**src/rtl/core/pfra_pkg.sv**
```systemverilog
// ----------------------------------------------------------------------------
// pfra_pkg
// Shared types and constants for the PI force reference generator: register
// indexes, fixed-point widths and the configuration register bundle.
// ----------------------------------------------------------------------------
`default_nettype none

package pfra_pkg;

    // Field widths
    localparam int FORCE_W  = 32;  // signed Q16.16 force
    localparam int GAIN_W   = 24;  // unsigned Q8.16 gain
    localparam int DT_W     = 24;  // unsigned Q0.24 seconds
    localparam int LIMIT_W  = 31;  // unsigned Q15.16 integrator clamp
    localparam int CONTACT_W = 4;
    localparam int CFG_IDX_W = 3;

    // Shared multiplier operand and product widths
    localparam int MUL_A_W = 32;
    localparam int MUL_B_W = 24;
    localparam int MUL_P_W = MUL_A_W + MUL_B_W;

    // Register indexes of the configuration port
    localparam logic [CFG_IDX_W-1:0] CFG_PROP_GAIN        = 3'd0;
    localparam logic [CFG_IDX_W-1:0] CFG_INTEGRAL_GAIN    = 3'd1;
    localparam logic [CFG_IDX_W-1:0] CFG_INTEGRATOR_LIMIT = 3'd2;
    localparam logic [CFG_IDX_W-1:0] CFG_OUTPUT_MIN       = 3'd3;
    localparam logic [CFG_IDX_W-1:0] CFG_OUTPUT_MAX       = 3'd4;
    localparam logic [CFG_IDX_W-1:0] CFG_DEFAULT_FORCE    = 3'd5;

    // Register reset values
    localparam logic signed [FORCE_W-1:0] OUTPUT_MIN_RST = 32'sh8000_0000;
    localparam logic signed [FORCE_W-1:0] OUTPUT_MAX_RST = 32'sh7FFF_FFFF;

    typedef struct packed {
        logic [GAIN_W-1:0]          prop_gain;
        logic [GAIN_W-1:0]          integral_gain;
        logic [LIMIT_W-1:0]         integrator_limit;
        logic signed [FORCE_W-1:0]  output_min;
        logic signed [FORCE_W-1:0]  output_max;
        logic signed [FORCE_W-1:0]  default_force;
    } pfra_cfg_t;

endpackage

`default_nettype wire

```
**src/rtl/core/pi_force_reference_antiwindup.sv**
```systemverilog
// ----------------------------------------------------------------------------
// pi_force_reference_antiwindup
// Per-contact PI force reference with feedforward and conditional
// integration anti-windup, built around one shared multiplier.
// ----------------------------------------------------------------------------
// Usage:
//   Items enter on item_valid/item_ready and carry a contact index, a
//   measurement-valid flag, desired and measured force and a time step.
//   Each item gives exactly one result on result_valid/result_ready.
//   The user must write registers through cfg_we/cfg_index/cfg_data only while idle; the block does not enforce this.
// Sequence:
//   A normal item makes four passes through the shared 32x24 multiplier
//   (kp*|err|, ki*dt, and the two halves of |err|*ki*dt) plus sum, clamp
//   and anti-windup steps before result_valid. Rejected indexes and
//   invalid measurements skip these steps and go straight to the done
//   state. item_ready is high only while the sequencer is idle, so one
//   item is in work at a time.
// Reset:
//   Clears all integrator entries, loads register defaults, drops
//   result_valid. A stalled receiver holds the result register; the next
//   item may be accepted meanwhile and finishes once the register frees.
// ----------------------------------------------------------------------------
`default_nettype none

module pi_force_reference_antiwindup
    import pfra_pkg::*;
#(
    parameter int NUM_CONTACTS = 8
)
(
    input  wire logic                       clk,
    input  wire logic                       rst_n,
    // Configuration
    input  wire logic                       cfg_we,
    input  wire logic [CFG_IDX_W-1:0]       cfg_index,
    input  wire logic [FORCE_W-1:0]         cfg_data,
    // Item channel
    input  wire logic                       item_valid,
    output logic                            item_ready,
    input  wire logic [CONTACT_W-1:0]       contact,
    input  wire logic                       measure_ok,
    input  wire logic signed [FORCE_W-1:0]  desired_force,
    input  wire logic signed [FORCE_W-1:0]  measured_force,
    input  wire logic [DT_W-1:0]            time_step,
    // Result channel
    output logic                            result_valid,
    input  wire logic                       result_ready,
    output logic signed [FORCE_W-1:0]       reference_force,
    output logic                            index_rejected
);

    localparam int IDX_W = (NUM_CONTACTS > 1) ? $clog2(NUM_CONTACTS) : 1;
    localparam logic [CONTACT_W:0] NUM_LIMIT = (CONTACT_W + 1)'(NUM_CONTACTS);

    typedef enum logic [3:0] {
        S_IDLE,
        S_P,
        S_KD,
        S_LO,
        S_HI,
        S_SUM,
        S_INT,
        S_WIND,
        S_DONE
    } state_t;

    state_t state_reg;

    // Configuration registers
    pfra_cfg_t cfg_reg;

    // Datapath registers
    logic [IDX_W-1:0]          idx_reg;
    logic                      zero_reg;
    logic                      rej_reg;
    logic                      neg_reg;
    logic [MUL_A_W-1:0]        mag_reg;
    logic [DT_W-1:0]           dt_reg;
    logic signed [FORCE_W-1:0] des_reg;
    logic signed [FORCE_W-1:0] iprev_reg;
    logic signed [40:0]        p_reg;
    logic signed [41:0]        pd_reg;
    logic signed [42:0]        pip_reg;
    logic [MUL_B_W-1:0]        kdhi_reg;
    logic [31:0]               lo_reg;
    logic [40:0]               q_reg;
    logic signed [FORCE_W-1:0] inext_reg;
    logic signed [42:0]        sel_reg;

    logic accept;
    logic out_free;
    logic in_range;

    // Shared multiplier
    logic [MUL_A_W-1:0] mul_a;
    logic [MUL_B_W-1:0] mul_b;
    logic [MUL_P_W-1:0] prod;

    pfra_mul u_mul (
        .clk  (clk),
        .op_a (mul_a),
        .op_b (mul_b),
        .prod (prod)
    );

    // Integrator store
    logic                      st_we;
    logic signed [FORCE_W-1:0] st_wdata;
    logic signed [FORCE_W-1:0] st_rdata;
    logic [IDX_W-1:0]          st_widx;
    logic                      wind;

    pfra_store #(
        .DEPTH (NUM_CONTACTS),
        .IDX_W (IDX_W)
    ) u_store (
        .clk     (clk),
        .rst_n   (rst_n),
        .wr_en   (st_we),
        .wr_idx  (st_widx),
        .wr_data (st_wdata),
        .rd_idx  (idx_reg),
        .rd_data (st_rdata)
    );

    assign item_ready = (state_reg == S_IDLE);
    assign accept     = item_valid && item_ready;
    assign out_free   = !result_valid || result_ready;
    assign in_range   = {1'b0, contact} < NUM_LIMIT;

    // Select multiplier operands per step
    always_comb
    begin
        mul_a = mag_reg;
        mul_b = cfg_reg.prop_gain;
        unique case (state_reg)
            S_KD:
            begin
                mul_a = MUL_A_W'(dt_reg);
                mul_b = cfg_reg.integral_gain;
            end
            S_LO:    mul_b = prod[MUL_B_W-1:0];
            S_HI:    mul_b = kdhi_reg;
            default: mul_b = cfg_reg.prop_gain;
        endcase
    end

    // Substitute default force and form error magnitude at acceptance
    logic signed [FORCE_W-1:0] des_in;
    logic signed [32:0]        err_in;
    logic signed [32:0]        err_neg;

    always_comb
    begin
        des_in  = (desired_force <= 0) ? cfg_reg.default_force : desired_force;
        err_in  = 33'(des_in) - 33'(measured_force);
        err_neg = -err_in;
    end

    // Integrator step and clamp
    logic signed [41:0] sq;
    logic signed [42:0] isum;
    logic signed [42:0] lim_pos;
    logic signed [42:0] lim_neg;
    logic signed [42:0] inext_c;

    always_comb
    begin
        sq      = neg_reg ? -$signed({1'b0, q_reg}) : $signed({1'b0, q_reg});
        isum    = 43'(iprev_reg) + 43'(sq);
        lim_pos = $signed({12'b0, cfg_reg.integrator_limit});
        lim_neg = -lim_pos;
        inext_c = isum;
        if (inext_c < lim_neg)
        begin
            inext_c = lim_neg;
        end
        if (inext_c > lim_pos)
        begin
            inext_c = lim_pos;
        end
    end

    // Provisional output and anti-windup decision
    logic signed [42:0] raw;

    always_comb
    begin
        raw  = 43'(pd_reg) + 43'(inext_reg);
        wind = (raw > 43'(cfg_reg.output_max) && inext_reg > iprev_reg) ||
               (raw < 43'(cfg_reg.output_min) && inext_reg < iprev_reg);
    end

    // Store writes: clear on invalid measurement, update unless winding up
    always_comb
    begin
        st_we    = 1'b0;
        st_widx  = idx_reg;
        st_wdata = inext_reg;
        if (accept && in_range && !measure_ok)
        begin
            st_we    = 1'b1;
            st_widx  = contact[IDX_W-1:0];
            st_wdata = '0;
        end
        else if (state_reg == S_WIND && !wind)
        begin
            st_we = 1'b1;
        end
    end

    // Final output clamp, lower bound first
    logic signed [42:0]        ref_c;
    logic signed [FORCE_W-1:0] ref_out;

    always_comb
    begin
        ref_c = sel_reg;
        if (ref_c < 43'(cfg_reg.output_min))
        begin
            ref_c = 43'(cfg_reg.output_min);
        end
        if (ref_c > 43'(cfg_reg.output_max))
        begin
            ref_c = 43'(cfg_reg.output_max);
        end
        ref_out = zero_reg ? '0 : ref_c[FORCE_W-1:0];
    end

    // Configuration writes; unknown indexes are dropped
    always_ff @(posedge clk or negedge rst_n)
    begin
        if (!rst_n)
        begin
            cfg_reg.prop_gain        <= '0;
            cfg_reg.integral_gain    <= '0;
            cfg_reg.integrator_limit <= '0;
            cfg_reg.output_min       <= OUTPUT_MIN_RST;
            cfg_reg.output_max       <= OUTPUT_MAX_RST;
            cfg_reg.default_force    <= '0;
        end
        else if (cfg_we)
        begin
            unique case (cfg_index)
                CFG_PROP_GAIN:        cfg_reg.prop_gain <= cfg_data[GAIN_W-1:0];
                CFG_INTEGRAL_GAIN:    cfg_reg.integral_gain <= cfg_data[GAIN_W-1:0];
                CFG_INTEGRATOR_LIMIT: cfg_reg.integrator_limit <= cfg_data[LIMIT_W-1:0];
                CFG_OUTPUT_MIN:       cfg_reg.output_min <= $signed(cfg_data);
                CFG_OUTPUT_MAX:       cfg_reg.output_max <= $signed(cfg_data);
                CFG_DEFAULT_FORCE:    cfg_reg.default_force <= $signed(cfg_data);
                default:              ;
            endcase
        end
    end

    // Sequencer and result register
    always_ff @(posedge clk or negedge rst_n)
    begin
        if (!rst_n)
        begin
            state_reg       <= S_IDLE;
            result_valid    <= 1'b0;
            reference_force <= '0;
            index_rejected  <= 1'b0;
        end
        else
        begin
            // Load a finished item, or drop the one just taken
            if (state_reg == S_DONE && out_free)
            begin
                result_valid    <= 1'b1;
                reference_force <= ref_out;
                index_rejected  <= rej_reg;
            end
            else if (result_valid && result_ready)
            begin
                result_valid <= 1'b0;
            end
            unique case (state_reg)
                S_IDLE:
                begin
                    if (accept)
                    begin
                        state_reg <= (in_range && measure_ok) ? S_P : S_DONE;
                    end
                end
                S_P:    state_reg <= S_KD;
                S_KD:   state_reg <= S_LO;
                S_LO:   state_reg <= S_HI;
                S_HI:   state_reg <= S_SUM;
                S_SUM:  state_reg <= S_INT;
                S_INT:  state_reg <= S_WIND;
                S_WIND: state_reg <= S_DONE;
                S_DONE:
                begin
                    if (out_free)
                    begin
                        state_reg <= S_IDLE;
                    end
                end
                default: state_reg <= S_IDLE;
            endcase
        end
    end

    // Datapath steps
    always_ff @(posedge clk)
    begin
        unique case (state_reg)
            S_IDLE:
            begin
                if (accept)
                begin
                    idx_reg  <= contact[IDX_W-1:0];
                    rej_reg  <= !in_range;
                    zero_reg <= !(in_range && measure_ok);
                    dt_reg   <= time_step;
                    des_reg  <= des_in;
                    neg_reg  <= err_in[32];
                    mag_reg  <= err_in[32] ? err_neg[31:0] : err_in[31:0];
                end
            end
            S_P:
            begin
                iprev_reg <= st_rdata;
            end
            S_KD:
            begin
                // kp*|err| >> 16, signed back
                p_reg <= neg_reg ? -$signed({1'b0, prod[MUL_P_W-1:16]})
                                 : $signed({1'b0, prod[MUL_P_W-1:16]});
            end
            S_LO:
            begin
                kdhi_reg <= prod[47:24];
                pd_reg   <= 42'(p_reg) + 42'(des_reg);
            end
            S_HI:
            begin
                lo_reg  <= prod[MUL_P_W-1:24];
                pip_reg <= 43'(pd_reg) + 43'(iprev_reg);
            end
            S_SUM:
            begin
                // (|err|*kd_hi + (|err|*kd_lo >> 24)) >> 16
                q_reg <= 41'(({1'b0, prod} + 57'(lo_reg)) >> 16);
            end
            S_INT:
            begin
                inext_reg <= (dt_reg == '0) ? iprev_reg : inext_c[FORCE_W-1:0];
            end
            S_WIND:
            begin
                sel_reg <= wind ? pip_reg : raw;
            end
            default:
            begin
            end
        endcase
    end

endmodule

`default_nettype wire

```
**src/rtl/core/pfra_mul.sv**
```systemverilog
// ----------------------------------------------------------------------------
// pfra_mul
// Shared unsigned 32 x 24 multiplier with a registered product. The
// sequencer issues one product per cycle; it appears in the next cycle.
// ----------------------------------------------------------------------------
`default_nettype none

module pfra_mul
    import pfra_pkg::*;
(
    input  wire logic               clk,
    input  wire logic [MUL_A_W-1:0] op_a,
    input  wire logic [MUL_B_W-1:0] op_b,
    output logic      [MUL_P_W-1:0] prod
);

    logic [MUL_P_W-1:0] prod_reg;

    // Multiply and register
    always_ff @(posedge clk)
    begin
        prod_reg <= MUL_P_W'(op_a) * MUL_P_W'(op_b);
    end

    assign prod = prod_reg;

endmodule

`default_nettype wire

```
**src/rtl/core/pfra_store.sv**
```systemverilog
// ----------------------------------------------------------------------------
// pfra_store
// Per-contact integrator store: one signed Q16.16 entry per contact,
// cleared by reset, one write port and one read port.
// ----------------------------------------------------------------------------
`default_nettype none

module pfra_store
    import pfra_pkg::*;
#(
    parameter int DEPTH = 8,
    parameter int IDX_W = 3
)
(
    input  wire logic                      clk,
    input  wire logic                      rst_n,
    input  wire logic                      wr_en,
    input  wire logic [IDX_W-1:0]          wr_idx,
    input  wire logic signed [FORCE_W-1:0] wr_data,
    input  wire logic [IDX_W-1:0]          rd_idx,
    output logic signed [FORCE_W-1:0]      rd_data
);

    logic signed [FORCE_W-1:0] entry_reg [DEPTH];

    // Clear on reset, write one entry per cycle
    always_ff @(posedge clk or negedge rst_n)
    begin
        if (!rst_n)
        begin
            for (int i = 0; i < DEPTH; i++)
            begin
                entry_reg[i] <= '0;
            end
        end
        else if (wr_en)
        begin
            entry_reg[wr_idx] <= wr_data;
        end
    end

    assign rd_data = entry_reg[rd_idx];

endmodule

`default_nettype wire

```
**config.mk**
```make
export PLATFORM = sky130hd
export DESIGN_NAME = pi_force_reference_antiwindup
export DESIGN_NICKNAME = d
export VERILOG_FILES = /design/src/rtl/core/pfra_pkg.sv /design/src/rtl/core/pi_force_reference_antiwindup.sv /design/src/rtl/core/pfra_mul.sv /design/src/rtl/core/pfra_store.sv
export SDC_FILE = /design/constraint.sdc
export NUM_CORES = 2
export LEC_CHECK = 0
export BUFFER_PORTS_ARGS = -buffer_cell sky130_fd_sc_hd__buf_4
export CORE_MARGIN = 3
export CORE_UTILIZATION = 65
export DETAILED_ROUTE_END_ITERATION = 10
export PLACE_DENSITY = 0.87
export SKIP_LAST_GASP = 1
export SYNTH_ARGS = -nofsm -noshare
export SYNTH_HDL_FRONTEND = slang
export SYNTH_SLANG_ARGS = --single-unit
```
**constraint.sdc**
```tcl
create_clock -name clk -period 15.4 [get_ports clk]
set_input_delay 2.31 -clock clk [delete_from_list [all_inputs] [get_ports clk]]
set_output_delay 2.31 -clock clk [all_outputs]
set_load 0.05 [all_outputs]
```
# --- Yosys cells after proc, flatten, opt, wreduce, memory -nomap -nowiden ---
# Index checks and enable logic that the tools add are counted.
totals:
  ramBits: 0
  mem_count: 0
  input_bits: 133
  out_inout_bits: 35
  wordCells: 135
  latch_bits: 0
  ff_bits: 949
  romBits: 0
op_classes:
  n_eq_ne: 15
  div_mod_pow: 0
  mul: 1
  n_addsub: 10
  reduce_logical: 29
  shifts: 0
  order_cmp: 13
  n_bitwise: 2
  n_mux: 29
ops:
  columns: ["operator", "count"]
  rows:
  - ["$mux 32", 11]
  - ["$bwmux 256", 1]
  - ["$gt 43x32->1", 3]
  - ["$mux 43", 3]
  - ["$bmux 32 s3", 1]
  - ["$demux 32 s3", 1]
  - ["$add 42x32->43", 2]
  - ["$lt 43x32->1", 2]
  - ["$pmux 24 s3", 1]
  - ["$add 56x32->57", 1]
  - ["$mul 32x24->56", 1]
  - ["$add 32x42->43", 1]
  - ["$lt 43x43->1", 1]
  - ["$neg 31->43", 1]
  - ["$add 41x32->42", 1]
  - ["$mux 42", 1]
  - ["$neg 41->42", 1]
  - ["$neg 40->41", 1]
  - ["$mux 40", 1]
  - ["$pmux 4 s9", 1]
  - ["$sub 32x32->33", 1]
  - ["$gt 32x32->1", 1]
  - ["$le 32x1->1 const B", 1]
  - ["$lt 32x32->1", 1]
  - ["25 further kinds", 59]

# --- Depth between registers and ports, before layout ---
logic_depth:
  word_depth: 11
  depth_mapped: 48
  ltp_nobuf: 44

# --- Hierarchy ---
# From an unflattened synthesis, not the netlist that was laid out.
unflattened:
  hier_cells: 8077
  area_unflattened_um2: 83268.6
modules_own_cells:
  columns: ["module", "area_per_inst_um2", "cells_per_inst", "n_inst", "seq_area_each_um2"]
  rows:
  - ["pi_force_reference_antiwindup", 45580.0, 4495, 1, 18102.4]
  - ["pfra_mul", 26048.7, 2917, 1, 1121.1]
  - ["pfra_store", 11639.9, 665, 1, 6406.1]

# --- Worst setup path after synthesis ---
# OpenSTA, ideal clock, no wires.
synth_timing:
  kind: "register to register"
  startpoint: "reg state_reg[3]"
  endpoint: "reg u_mul.prod_reg[55] (netlist: u_mul.prod[55])"
  arrival_ns: 10.891
  t_required_ns: 15.277
  setup_ns: 0.123
  path_stages_with_launch: 31
  synth_period_minus_slack_ns: 11.015
  path_buffers: 3
  path_slack_ns: 4.385
  cell_sequence: "dfrtp_1 > clkbuf_1 > nand2b_1 > nor3_1 > clkbuf_1 > a222oi_1 > a21oi_1 > clkbuf_1 > nand2_1 > fa_1 > inv_1 > fa_1 > fa_1 > inv_1 > fa_1 > inv_1 > fa_1 > fa_1 > fa_1 > ha_1 > inv_1 > or3_1 > or3_1 > a31o_2 > a311o_1 > o21ai_0 > a221o_1 > a31o_2 > a21o_1 > a21oi_1 > xor2_1"
synth_via:
  elab_chain_cells: 3
  word_cells_on_any_way: 6
  cone_classes: "mul: 1; eq/ne: 3; mux: 2"
synth_rtl:
  columns: ["item", "line_no", "rtl"]
  rows:
  - ["from (decl)", "pi_force_reference_antiwindup.sv:67", "state_t state_reg;"]
  - ["from (signal assigned)", "pi_force_reference_antiwindup.sv:284", "state_reg <= (in_range && measure_ok) ? S_P : S_DONE;"]
  - ["$eq 4x3->1 / $eq 4x2->1 (equally long branches)", "pi_force_reference_antiwindup.sv:136", "unique case (state_reg)"]
  - ["$pmux 24 s3 / $mux 32 (equally long branches)", "pi_force_reference_antiwindup.sv:136", null]
  - ["$mul 32x24->56 (*)", "pfra_mul.sv:22", "prod_reg <= MUL_P_W'(op_a) * MUL_P_W'(op_b);"]
  - ["to (signal assigned)", "pfra_mul.sv:22", null]
  - ["to (decl)", "pfra_mul.sv:17", "logic [MUL_P_W-1:0] prod_reg;"]
# Every way passes the cells marked *; elsewhere a longest branch is shown, timed or not.
# A chain may end at the register's enable or synchronous reset.

# --- Worst setup path after layout ---
layout_timing:
  startpoint: "reg q_reg[4]"
  endpoint: "reg inext_reg[24] (data pin)"
layout_via:
  elab_chain_cells: 8
layout_rtl:
  columns: ["item", "line_no", "rtl"]
  rows:
  - ["from (decl)", "pi_force_reference_antiwindup.sv:86", "logic [40:0] q_reg;"]
  - ["from (signal assigned)", "pi_force_reference_antiwindup.sv:346", "q_reg <= 41'(({1'b0, prod} + 57'(lo_reg)) >> 16);"]
  - ["$neg 41->42", "pi_force_reference_antiwindup.sv:169", "sq = neg_reg ? -$signed({1'b0, q_reg}) : $signed({1'b0, q_reg});"]
  - ["$mux 42 (*)", "pi_force_reference_antiwindup.sv:169", null]
  - ["$add 32x42->43 (*)", "pi_force_reference_antiwindup.sv:170", "isum = 43'(iprev_reg) + 43'(sq);"]
  - ["$lt 43x43->1", "pi_force_reference_antiwindup.sv:174", "if (inext_c < lim_neg)"]
  - ["$mux 43 (*)", "pi_force_reference_antiwindup.sv:174", null]
  - ["$gt 43x32->1", "pi_force_reference_antiwindup.sv:178", "if (inext_c > lim_pos)"]
  - ["$mux 32 (*)", "pi_force_reference_antiwindup.sv:178", null]
  - ["$mux 32 (*)", "pi_force_reference_antiwindup.sv:350", "inext_reg <= (dt_reg == '0) ? iprev_reg : inext_c[FORCE_W-1:0];"]
  - ["to (signal assigned)", "pi_force_reference_antiwindup.sv:350", null]
  - ["to (decl)", "pi_force_reference_antiwindup.sv:87", "logic signed [FORCE_W-1:0] inext_reg;"]
# Marks and branches as above.

==> summary.txt <==
Run status
  – Status: completed

Yosys
  – Syn nets: between 9000 and 10000
  – Netlist area before placement: 82300 um^2
  – Seq/Total Area, Yosys: a little under a third
  – Syn avg cell area: 9.96 um^2
  – Post-synthesis async set-or-reset flop share: 49.4%
  – Post-synth EDFFs: 424
  – Netlist cell types: between 80 and 90
  – YS warnings: 0
  – #FFs+latches synth: approximately 950
  – Post-Syn Instances: 8265
  – Dominant synthesized flop cell: dfrtp_1

Clocking
  – CTS Buffer Depth: 3
  – Post-CTS Setup Bufs: 0
  – Worst-Skew Late Latency: 0.80 ns
  – Hold buffers post-CTS: 0
  – Post-cts sizing count: 0
  – Total clock sinks: around 950
  – H-tree levels: 3
  – CTS tree: done
  – Clock buffer count from CTS: about 100
  – Clock transition at the registers of the reported paths: 0.06 ns
  – Root Buffer: clkbuf_16

Timing
  – Relative slew slack: between 6 and 7%
  – Final Cycle Share: 88.1%
  – Final setup violation count: 0
  – Final min period: roughly 14 ns
  – F_max: between 0.07 and 0.08 GHz
  – Total negative setup slack: 0 ns
  – Actual slew at the worst max-slew pin: roughly 1.4 ns
  – Slew Limit Fails: 0
  – Final hold vios: 0
  – Setup Skew: between 0.09 and 0.1 ns
  – RSZ-0062 raised after global routing: false

Detailed routing
  – Via count: between 60000 and 70000
  – WL per Instance: 28.4 um
  – Final WL: roughly 290000 um
  – DRT iter0 DRCs: roughly 9000
  – DRC Markers: 0
  – Drt via density: between 6 and 7
  – DRT Pass-1 Iters: 7
  – Remaining antenna violation count: 0

Setup path
  – Crit end category: flop
  – Critical Path Most Common Cell: o21ai_0
  – Reg2Reg Setup Slack: around 1.8 ns
  – Worst setup path start: q_reg[4]$_DFFE_PP_
  – Critical path buffers and inverters: 0
  – Crit path launch type: flop
  – R2R Path Start: q_reg[4]$_DFFE_PP_
  – Kind of critical path: reg -> reg
  – Critical Path RT: approximately 16 ns
  – Cell family with most CP delay: simple AND/OR/NAND/NOR gates
  – Crit path largest cell delay: around 1.4 ns
  – WP data arrival: between 10 and 15 ns
  – Worst-path maximum fanout: 24
  – Crit path max-delay cell type: a2111oi_0

GRT
  – Grt ovf: 0
  – Number of global-route vias before repair: about 68000
  – First-pass GRT wire length: between 400000 and 500000 um
  – All-Layer GR Usage: 43.6%
  – Largest net degree at the start of global routing: about 150
  – Initial antenna violation count: 26

Cells and area
  – Fin cells: 10100
  – Most frequent cells in the layout: nand2_1, inv_1, ha_1, fa_1, nor2_1
  – Design Area, Final: about 89000 um^2
  – Fin nets: 9820
  – Commonest non-fill, non-tap cell in the layout: nand2_1
  – Layout cells sized above 1: between 10% and 20%
  – Layout Area Growth over Synthesis: 8.66%
  – Max reg flops: ~260

Placement
  – Post-DP HPWL: between 200000 and 250000 um
  – DP Area: between 80000 and 90000 um^2
  – Dpl cells: 9864
  – RD Place Congestion: 1.05
  – Port buffer count: 167

Die
  – Row Count: about 130
  – Initial Utilization: between 60% and 70%
  – DIE HEIGHT: ~360 um
  – CORE AREA: 125000 um^2
  – Die Wd: roughly 360 um
  – Ports: 168
  – Die area: 131000 um^2

Worst hold path
  – Hold Crit Class: reg -> reg
  – Worst Min Path Start: index_rejected$_DFFE_PN0P_

Flow run
  – Max-cap violations: 0
-- worst register-to-register path: cells and delay by family (launching register included) --
kind,cells,cell delay (ns)
AOI/OAI and AO/OA,17,4.71
DFF,1,0.46
xor gates and xnor gates,1,0.12
adders and majority gates,3,1.02
muxes,1,0.41
and+or+nand+nor,18,6.59
-- worst paths after layout --
path                                                      end  cells past startpoint
max                                   inext_reg[24]$_DFFE_PP_                     40
min                                index_rejected$_DFFE_PN0P_                      2
max reg2reg                           inext_reg[24]$_DFFE_PP_                     40
min reg2reg                        index_rejected$_DFFE_PN0P_                      2
max in group asynchronous     reference_force[29]$_DFFE_PN0P_                      4
min in group asynchronous  u_store.entry_reg[205]$_DFFE_PN0P_                      1
-- area by class of cell --
type / instances / area, um^2
clock inverters: 73 / 957
repair buffers: 300 / 2310
diodes: 19 / 47.5
fillers: 8645 / 35300
inverters: 969 / 3640
clock buffers: 125 / 2790
well taps: 1637 / 2050
flip-flops and latches: 949 / 25600
multi-input cells: 6009 / 52000
-- cells in the mapped netlist (all sizes together), types with 10 or more instances --
cell	instances	area share, %
nand3	97	0.59
xnor2	306	3.3
a21oi	341	2.1
fa	663	16
a21o	203	1.9
or3	47	0.40
mux2	249	3.4
or2	13	0.099
nand4	92	0.70
o21bai	37	0.34
nor2b	76	0.58
dfxtp	56	1.4
o211ai	17	0.16
a31o	45	0.48
nand2	1119	5.1
ha	691	11
a211o	10	0.11
o31ai	42	0.38
dfrtp	437	13
nor2	470	2.1
inv	968	4.4
a211oi	28	0.26
and3	49	0.37
dfstp	32	1.0
a2111oi	62	0.66
a222oi	22	0.27
mux2i	290	3.5
clkbuf	292	1.3
nand2b	109	0.83
or4	22	0.22
edfxtp	424	15
nor4	49	0.37
mux4	64	1.8
xor2	81	0.86
a21boi	20	0.18
nor3	114	0.69
and2	49	0.37
o41ai	45	0.49
buf	46	0.22
o21a	60	0.55
o21ai	285	1.7
a31oi	22	0.17
-- per-layer routing --
metal  share of wire, %  vias to the layer above  global-route usage, %
li1                   -                    28400                      -
met1                 35                    33000                   54.7
met2                 42                     4992                   63.4
met3                 15                     1292                   16.1
met4                8.2                       16                   29.0
met5              0.041                        -                      0
-- kinds of logic after synthesis --
family | Yosys count | synth area share (%)
fa+ha+maj | 1354 | 26.6
flops | 949 | 31.1
compound gates | 1324 | 10.6
xor+xnor | 387 | 4.12
mux | 603 | 8.68
simple gates | 2341 | 12.8
buf+inv | 1307 | 5.97
-- metrics by stage --
step / util (%) / worst slack (ns) / hold WS [ns]
floorplan: - / 4.39 / 0.406
detailed placement: 68.7 / 2.31 / 0.472
global placement: 68.6 / 2.40 / 0.466
CTS: 71.7 / 2.28 / 0.487
finish: 71.7 / 1.83 / 0.482
global route: 71.7 / 1.40 / 0.498
Power is left out: the tool's default activity adds up to more than one toggle a clock period on the data nets, which glitch-free logic cannot reach.
